==> config.mk <==
export PLATFORM = sky130hd
export DESIGN_NAME = oupe_ctrl
export DESIGN_NICKNAME = d
export VERILOG_FILES = /design/src/rtl/oupe_pkg.sv /design/src/rtl/oupe_ctrl.sv
export SDC_FILE = /design/constraint.sdc
export NUM_CORES = 1
export LEC_CHECK = 0
export ABC_AREA = 1
export BUFFER_PORTS_ARGS = -buffer_cell sky130_fd_sc_hd__buf_2
export CORE_AREA = 2 2 39 41
export DETAILED_ROUTE_END_ITERATION = 16
export DIE_AREA = 0 0 41 43
export GPL_ROUTABILITY_DRIVEN = 0
export PLACE_DENSITY = 0.64
export RECOVER_POWER = 50
export SLEW_MARGIN = 10
export SYNTH_ARGS = -nofsm -noshare
export SYNTH_HDL_FRONTEND = slang
export SYNTH_SLANG_ARGS = --single-unit
==> constraint.sdc <==
create_clock -name clk -period 1.1 [get_ports clk]
set_input_delay 0.165 -clock clk [delete_from_list [all_inputs] [get_ports clk]]
set_output_delay 0.165 -clock clk [all_outputs]
set_load 0.05 [all_outputs]
==> src/rtl/oupe_pkg.sv <==
package oupe_pkg;

  localparam int MAX_SAMPLES = 4096;
  localparam int MIN_SAMPLES = 3;
  localparam int CNT_W = 17;
  localparam int MUL_W = 64;
  localparam int DIV_W = 128;
  localparam int LOG_W = 30;
  localparam int LOG_FRAC = 24;
  localparam logic [31:0] LN2_Q32 = 32'd2977044472;

  typedef enum logic [2:0] {
    STAT_OK       = 3'd0,
    STAT_TOO_FEW  = 3'd1,
    STAT_TOO_MANY = 3'd2,
    STAT_ZERO_DEN = 3'd3,
    STAT_BAD_LOG  = 3'd4
  } status_t;

  // estimation steps, executed in this order
  typedef enum logic [4:0] {
    OP_CHK, OP_P1, OP_P2, OP_P3, OP_P4, OP_DENZ, OP_MEAN,
    OP_MX, OP_MY, OP_MM, OP_NMM, OP_ABC, OP_ABCHK,
    OP_LA, OP_LB, OP_LN, OP_NN, OP_DD, OP_SHIFT, OP_DZ, OP_G,
    OP_CA, OP_BB, OP_AN, OP_S2, OP_F, OP_V
  } op_t;

  typedef enum logic [1:0] {
    CS_IDLE, CS_ISSUE, CS_WAIT, CS_DONE
  } ctrl_state_t;

  typedef enum logic [1:0] {
    LG_IDLE, LG_NORM, LG_SQ, LG_FIX
  } log_phase_t;

  typedef struct packed {
    logic accum;
    logic issue;
    logic finish;
    logic load;
    op_t  op;
  } dp_cmd_t;

  typedef struct packed {
    logic done;
    logic stop;
    logic out_free;
  } dp_sts_t;

  function automatic logic [63:0] mag64(input logic signed [63:0] v);
    return v[63] ? 64'(-v) : 64'(v);
  endfunction

endpackage

==> src/rtl/oupe_ctrl.sv <==
module oupe_ctrl (
  input  logic              clk,
  input  logic              rst,
  input  logic              in_valid,
  input  logic              in_last,
  output logic              in_ready,
  output oupe_pkg::dp_cmd_t cmd,
  input  oupe_pkg::dp_sts_t sts
);

  oupe_pkg::ctrl_state_t state, state_next;
  oupe_pkg::op_t         step, step_next;

  always_ff @(posedge clk) begin
    if (rst) begin
      state <= oupe_pkg::CS_IDLE;
      step  <= oupe_pkg::OP_CHK;
    end else begin
      state <= state_next;
      step  <= step_next;
    end
  end

  always_comb begin
    state_next = state;
    step_next  = step;
    unique case (state)
      oupe_pkg::CS_IDLE: begin
        if (in_valid && in_last) begin
          state_next = oupe_pkg::CS_ISSUE;
          step_next  = oupe_pkg::OP_CHK;
        end
      end
      oupe_pkg::CS_ISSUE: state_next = sts.stop ? oupe_pkg::CS_DONE : oupe_pkg::CS_WAIT;
      oupe_pkg::CS_WAIT: begin
        if (sts.done) begin
          if (step == oupe_pkg::OP_V) begin
            state_next = oupe_pkg::CS_DONE;
          end else begin
            step_next  = oupe_pkg::op_t'(5'(step + 5'd1));
            state_next = oupe_pkg::CS_ISSUE;
          end
        end
      end
      oupe_pkg::CS_DONE: if (sts.out_free) state_next = oupe_pkg::CS_IDLE;
      default: state_next = oupe_pkg::CS_IDLE;
    endcase
  end

  always_comb begin
    in_ready   = (state == oupe_pkg::CS_IDLE);
    cmd.accum  = (state == oupe_pkg::CS_IDLE) && in_valid;
    cmd.issue  = (state == oupe_pkg::CS_ISSUE) && !sts.stop;
    cmd.finish = (state == oupe_pkg::CS_WAIT) && sts.done;
    cmd.load   = (state == oupe_pkg::CS_DONE) && sts.out_free;
    cmd.op     = step;
  end

endmodule

==> impl_metrics.env, run 1 <==
export IMPL_irDropWorstVdd_mv=0.608
export IMPL_grt_pass1_wl_um=2300
export IMPL_fin_nets=125
export IMPL_syn_area_sq_um=508
export IMPL_arrival_ns=1.11
export IMPL_n_antenna_cell=0
export IMPL_crit_start="state[1]"
export IMPL_vias_per_cell=4.47
export IMPL_syn_avg_cell_area_sq_um=6.19
export IMPL_dpl_cell_area_sq_um=737
export IMPL_ys_ff_latch=7
export IMPL_die_w_um=41
export IMPL_overflow=0
export IMPL_leakagePower_nw=0.423
export IMPL_grt_max_degree=8
export IMPL_antenna_found_initial=0
export IMPL_power_density_nw_per_um2=1150
export IMPL_critPathCapture="cmd[8]"
export IMPL_core_area_sq_um=1380
export IMPL_drive_gt1_frac=0.600
export IMPL_remaining_drc_errors=0
export IMPL_layout_area_seq_sq_um=159
export IMPL_finalCriticalPeriod_ns=1.28
export IMPL_wl_per_cell_um=10.7
export IMPL_die_h_um=43
export IMPL_area_growth_synth_to_final_pct=86.5
export IMPL_dp_slack_ns=-0.126
export IMPL_root_buffer="clkbuf_4"
export IMPL_rsz0062_at_grt="yes"
export IMPL_htree_num_levels=1
export IMPL_cts_buffer_depth=2
export IMPL_r2r_end="step[2]"
export IMPL_hold_viol=0
export IMPL_final_cells=131
export IMPL_synth_warnings=0
export IMPL_hold_buffers=0
export IMPL_synth_compound_area_frac=0.0936
export IMPL_port_buffers=16
export IMPL_first_pass_iters=4
export IMPL_grt_use_total=0.195
export IMPL_end_kind="primary output"
export IMPL_worstPathMaxFanout=5
export IMPL_layout_setup_ws_ns=-0.180
export IMPL_yosys_area_share_simple=0.456
export IMPL_yosys_area_share_adder=0.0493
export IMPL_dp_cells=121
export IMPL_synth_top_family_by_area="simple AND/OR/NAND/NOR gates"
export IMPL_max_freq_mhz=781
export IMPL_synth_cell_type_count=19
export IMPL_num_vias=586
export IMPL_rr_startpoint="state[1]"
export IMPL_min_delay_path_class="in -> reg"
export IMPL_rrSetupSlack_ns=-0.08
export IMPL_yosysSeqAreaShare=0.276
export IMPL_clock_skew_ns=0.000856
export IMPL_initial_utilization=0.367
export IMPL_multi_input_area_sq_um=420
export IMPL_worstRegToRegCells=8
export IMPL_crit_type="reg -> out"
export IMPL_grt_pass1_vias=549
export IMPL_synth_nets=91
export IMPL_fin_total_pwr_w=0.00109
export IMPL_worst_endpoint_required_ns=0.94
export IMPL_cts_tree="yes"
export IMPL_stdcell_area_sq_um=947
export IMPL_worst_slew_pin_slew_ns=0.275
export IMPL_start_kind="flop"
export IMPL_path_clk_slew_ns=0.06
export IMPL_synth_xor_area_frac=0
export IMPL_violations="setup timing"
export IMPL_cts_sinks=7
export IMPL_ant_nets=0
export IMPL_status="finished with violations"
export IMPL_num_io_pins=17
export IMPL_dieArea_sq_um=1760
export IMPL_wl_um=1400
export IMPL_insertion_delay_ns=0.25
export IMPL_cap_violations=0
export IMPL_cts_made_buffers=3
export IMPL_dp_hpwl_um=976
export IMPL_final_max_slew_violation_count=0
export IMPL_nFillCells=107
export IMPL_rows=14
export IMPL_synth_mux_area_fraction=0
export IMPL_fin_crit_sh=1.16
export IMPL_max_slew_margin_rel=0.818
export IMPL_final_setup_viol_count=12
export IMPL_drt_first_iter_violations=5
export IMPL_synth_cells=82
==> sequential cells by signal, indices dropped and copies added (netlist names) <==
register  cells
step          5
state         2
==> cells in the final DEF, fill, tap and decap left out <==
cell type	n
o21ai_2	1
dfxtp_2	3
or2_0	1
nor2_4	5
clkbuf_1	1
a21oi_2	3
nor2_2	3
nand3_2	1
o21ai_4	1
inv_4	4
ha_2	1
nand2_2	2
nor2_1	11
clkbuf_2	2
nand2_1	18
nor3_4	1
inv_1	9
nor3b_4	1
buf_4	9
nand3_1	3
dfxtp_4	4
buf_6	10
o21ai_0	2
o21ai_1	1
buf_8	2
ha_4	1
clkinvlp_4	1
nand2_4	3
clkbuf_4	3
nand3_4	1
buf_2	7
==> power by group <==
| group | internal [W] | total (W) | switching [W] |
|---|---|---|---|
| clock network | 0.000139 | 0.000238 | 0.0000990 |
| registers | 0.000286 | 0.000328 | 0.0000424 |
| logic | 0.000212 | 0.000526 | 0.000314 |
| total | 0.000637 | 0.00109 | 0.000455 |
==> worst max-delay path, cell delays in order (launching register included) <==
cell and delay, ns:
dfxtp_4 0.37, buf_6 0.13, nor3b_4 0.19, buf_6 0.18
==> Yosys cell counts <==
cell type	n	share of area
nand2_1	20	0.15
nor2_1	16	0.12
inv_1	11	0.081
dfxtp_1	7	0.28
nand3_1	5	0.049
o21ai_0	4	0.039
inv_2	3	0.022
a21oi_1	2	0.020
ha_1	2	0.049
nand2_2	2	0.025
nor2_4	2	0.044
a21oi_2	1	0.017
buf_6	1	0.022
nand2_4	1	0.022
nor2_2	1	0.012
nor3_1	1	0.0098
nor3b_1	1	0.015
o21ai_2	1	0.017
or2_0	1	0.012
==> worst min-delay path by stage <==
stage	cells past startpoint	to	from	slack, ns
2_1_floorplan	1	step[2]	rst	0.22
3_3_place_gp	2	step[2]	rst	0.35
3_5_place_dp	2	step[2]	rst	0.35
4_1_cts	2	step[2]	rst	0.08
5_1_grt	2	state[1]	rst	0.1
6_report	2	state[1]	rst	0.10
==> metrics by stage <==
stage,setup TNS [ns],hold slack [ns],utilization
3_5_place_dp,-0.654,0.348,0.533
4_1_cts,-1.00,0.0843,0.652
6_report,-1.09,0.102,0.684
3_3_place_gp,-0.479,0.349,0.533
5_1_grt,-1.81,0.0967,0.684
2_1_floorplan,-0.811,0.220,-
==> cells by family (layout without fill, tap and decap cells) <==
group,count (synthesis),count (layout)
adder cells (fa/ha/maj),2,2
AND/OR/NAND/NOR,50,50
flip-flops,7,7
buffers and inverters,15,48
AO/OA/AOI/OAI,8,8
==> cell type report <==
cell class              count  area share
multi-input cells          60       0.444
repair buffers             30       0.269
flip-flops and latches      7       0.168
inverters                  14      0.0700
clock buffers               4      0.0277
well taps                  16      0.0211
==> routing by layer <==
metal	global-route usage	vias up	share of wire
li1	-	313	-
met1	0.215	257	0.41
met2	0.341	14	0.54
met3	0.0314	2	0.038
met4	0.0800	0	0.0072
met5	0	-	0
==> what timing repair did <==
action / in CTS / in global routing
resized for setup: 31 / 11
pin swaps: 9 / 6
setup buffers: 5 / 1
endpoints found under the setup margin: 14 / 14
No activity file was read; power rests on OpenSTA's default activity.
==> inputs of run 2 (changes only) <==
--- a/config.mk
+++ b/config.mk
@@ -9,7 +9,9 @@
 export BUFFER_PORTS_ARGS = -buffer_cell sky130_fd_sc_hd__buf_2
-export CORE_AREA = 2 2 39 41
+export CELL_PAD_IN_SITES_DETAIL_PLACEMENT = 1
+export CELL_PAD_IN_SITES_GLOBAL_PLACEMENT = 2
+export CORE_MARGIN = 1.5
+export CORE_UTILIZATION = 21
 export DETAILED_ROUTE_END_ITERATION = 16
-export DIE_AREA = 0 0 41 43
 export GPL_ROUTABILITY_DRIVEN = 0
-export PLACE_DENSITY = 0.64
+export PLACE_DENSITY = 0.68
 export RECOVER_POWER = 50
==> constraint.sdc (replaced) <==
create_clock -name clk -period 1.1 [get_ports clk]
set_input_delay 0.11 -clock clk [delete_from_list [all_inputs] [get_ports clk]]
set_output_delay 0.11 -clock clk [all_outputs]
set_load 0.05 [all_outputs]
==> impl_metrics.env, run 2 (synthesis gave the netlist of run 1 again) <==
export IMPL_status="finished with violations"
export IMPL_violations="setup timing"
export IMPL_leakagePower_nw=0.403
export IMPL_fin_crit_sh=1.12
export IMPL_top_register="step"
export IMPL_layout_area_seq_sq_um=159
export IMPL_arrival_ns=1.12
export IMPL_final_setup_viol_count=10
export IMPL_end_kind="primary output"
export IMPL_num_vias=610
export IMPL_rrSetupSlack_ns=-0.08
export IMPL_final_max_slew_violation_count=0
export IMPL_worst_endpoint_required_ns=0.99
export IMPL_power_density_nw_per_um2=1160
export IMPL_final_setup_tns_ns=-0.779
export IMPL_overflow=0
export IMPL_n_antenna_cell=0
export IMPL_grt_pass1_vias=639
export IMPL_worst_slew_pin_slew_ns=0.274
export IMPL_dp_slack_ns=-0.153
export IMPL_hold_buffers=0
export IMPL_root_buffer="clkbuf_4"
export IMPL_grt_pass1_wl_um=2730
export IMPL_first_pass_iters=2
export IMPL_multi_input_area_sq_um=417
export IMPL_port_buffers=16
export IMPL_rsz0062_at_grt="yes"
export IMPL_initial_utilization=0.225
export IMPL_min_from="rst"
export IMPL_cts_made_buffers=3
export IMPL_insertion_delay_ns=0.25
export IMPL_layout_setup_ws_ns=-0.127
export IMPL_cts_buffer_depth=2
export IMPL_timing_hold_ws_ns=0.0426
export IMPL_drive_gt1_frac=0.607
export IMPL_start_kind="flop"
export IMPL_irDropWorstVdd_mv=0.554
export IMPL_drt_first_iter_violations=2
export IMPL_area_growth_synth_to_final_pct=82.5
export IMPL_largest_reg_flops=5
export IMPL_wl_um=1620
export IMPL_fin_nets=122
export IMPL_hold_viol=0
export IMPL_dp_hpwl_um=1220
export IMPL_clock_skew_ns=0.00443
export IMPL_crit_start="state[1]"
export IMPL_core_area_sq_um=2250
export IMPL_final_common_cell="nand2_1"
export IMPL_min_delay_path_class="in -> reg"
export IMPL_die_h_um=52.2
export IMPL_final_cell_mix="nand2_1 (15), inv_1 (10), nor2_1 (10)"
export IMPL_max_freq_mhz=815
export IMPL_remaining_drc_errors=0
export IMPL_rr_startpoint="step[0]"
export IMPL_cts_sinks=7
export IMPL_htree_num_levels=1
export IMPL_crit_type="reg -> out"
export IMPL_nFillCells=288
export IMPL_cap_violations=0
export IMPL_wl_per_cell_um=11.6
export IMPL_dieArea_sq_um=2720
export IMPL_antenna_found_initial=0
export IMPL_dpl_cell_area_sq_um=738
export IMPL_num_io_pins=17
export IMPL_die_w_um=52.2
export IMPL_path_clk_slew_ns=0.06
export IMPL_stdcell_area_sq_um=927
export IMPL_reg_largest_list="step (5), state (2)"
export IMPL_finalCriticalPeriod_ns=1.23
export IMPL_worstPathMaxFanout=4
export IMPL_max_slew_margin_rel=0.818
export IMPL_cts_tree="yes"
export IMPL_vias_per_cell=4.36
export IMPL_grt_use_total=0.141
export IMPL_rows=17
export IMPL_grt_max_degree=8
export IMPL_ant_nets=0
## run 2: area by class of cell
type | count | area share
multi-input combinational | 60 | 0.449
timing repair buffer | 27 | 0.248
sequential | 7 | 0.171
inverter | 14 | 0.0648
tap | 28 | 0.0378
clock buffer | 4 | 0.0283
## run 2: stage by stage
step	utilization	std cells	total power, W
after detailed placement	0.327	133	0.000744
after floorplan	-	82	0.000630
final	0.411	140	0.00107
after CTS	0.377	138	0.00103
after global routing	0.411	140	0.00114
after global placement	0.327	133	0.000742
## run 2: worst paths after layout
kind | end | cells after the start
max reg2reg | step[1] | 7
min | step[2] | 2
min reg2reg | step[2] | 2
max | cmd[8] | 3
## run 2: worst max-delay path, cell delays in order (launching register included)
cell	delay (ns)
dfxtp_4	0.36
buf_6	0.13
nor3b_4	0.19
buf_6	0.18
## run 2: power by group
| part | leakage [nW] | switching [W] | internal [W] |
|---|---|---|---|
| registers | 0.0614 | 0.0000420 | 0.000286 |
| logic | 0.327 | 0.000310 | 0.000194 |
| clock network | 0.0150 | 0.000100 | 0.000139 |
## run 2: repair_timing
| action | 4_1_cts | 5_1_grt |
|---|---|---|
| setup endpoints to repair | 13 | 13 |
| resized for setup | 24 | 17 |
| buffers inserted | 1 | 2 |
| pin swaps | 6 | 8 |
## run 2: routing by layer
metal	GRT usage	up-vias	routed length [um]
li1	-	309	-
met1	0.158	282	720
met2	0.245	15	816
met3	0.0343	4	60
met4	0.0769	0	23
met5	0	-	0
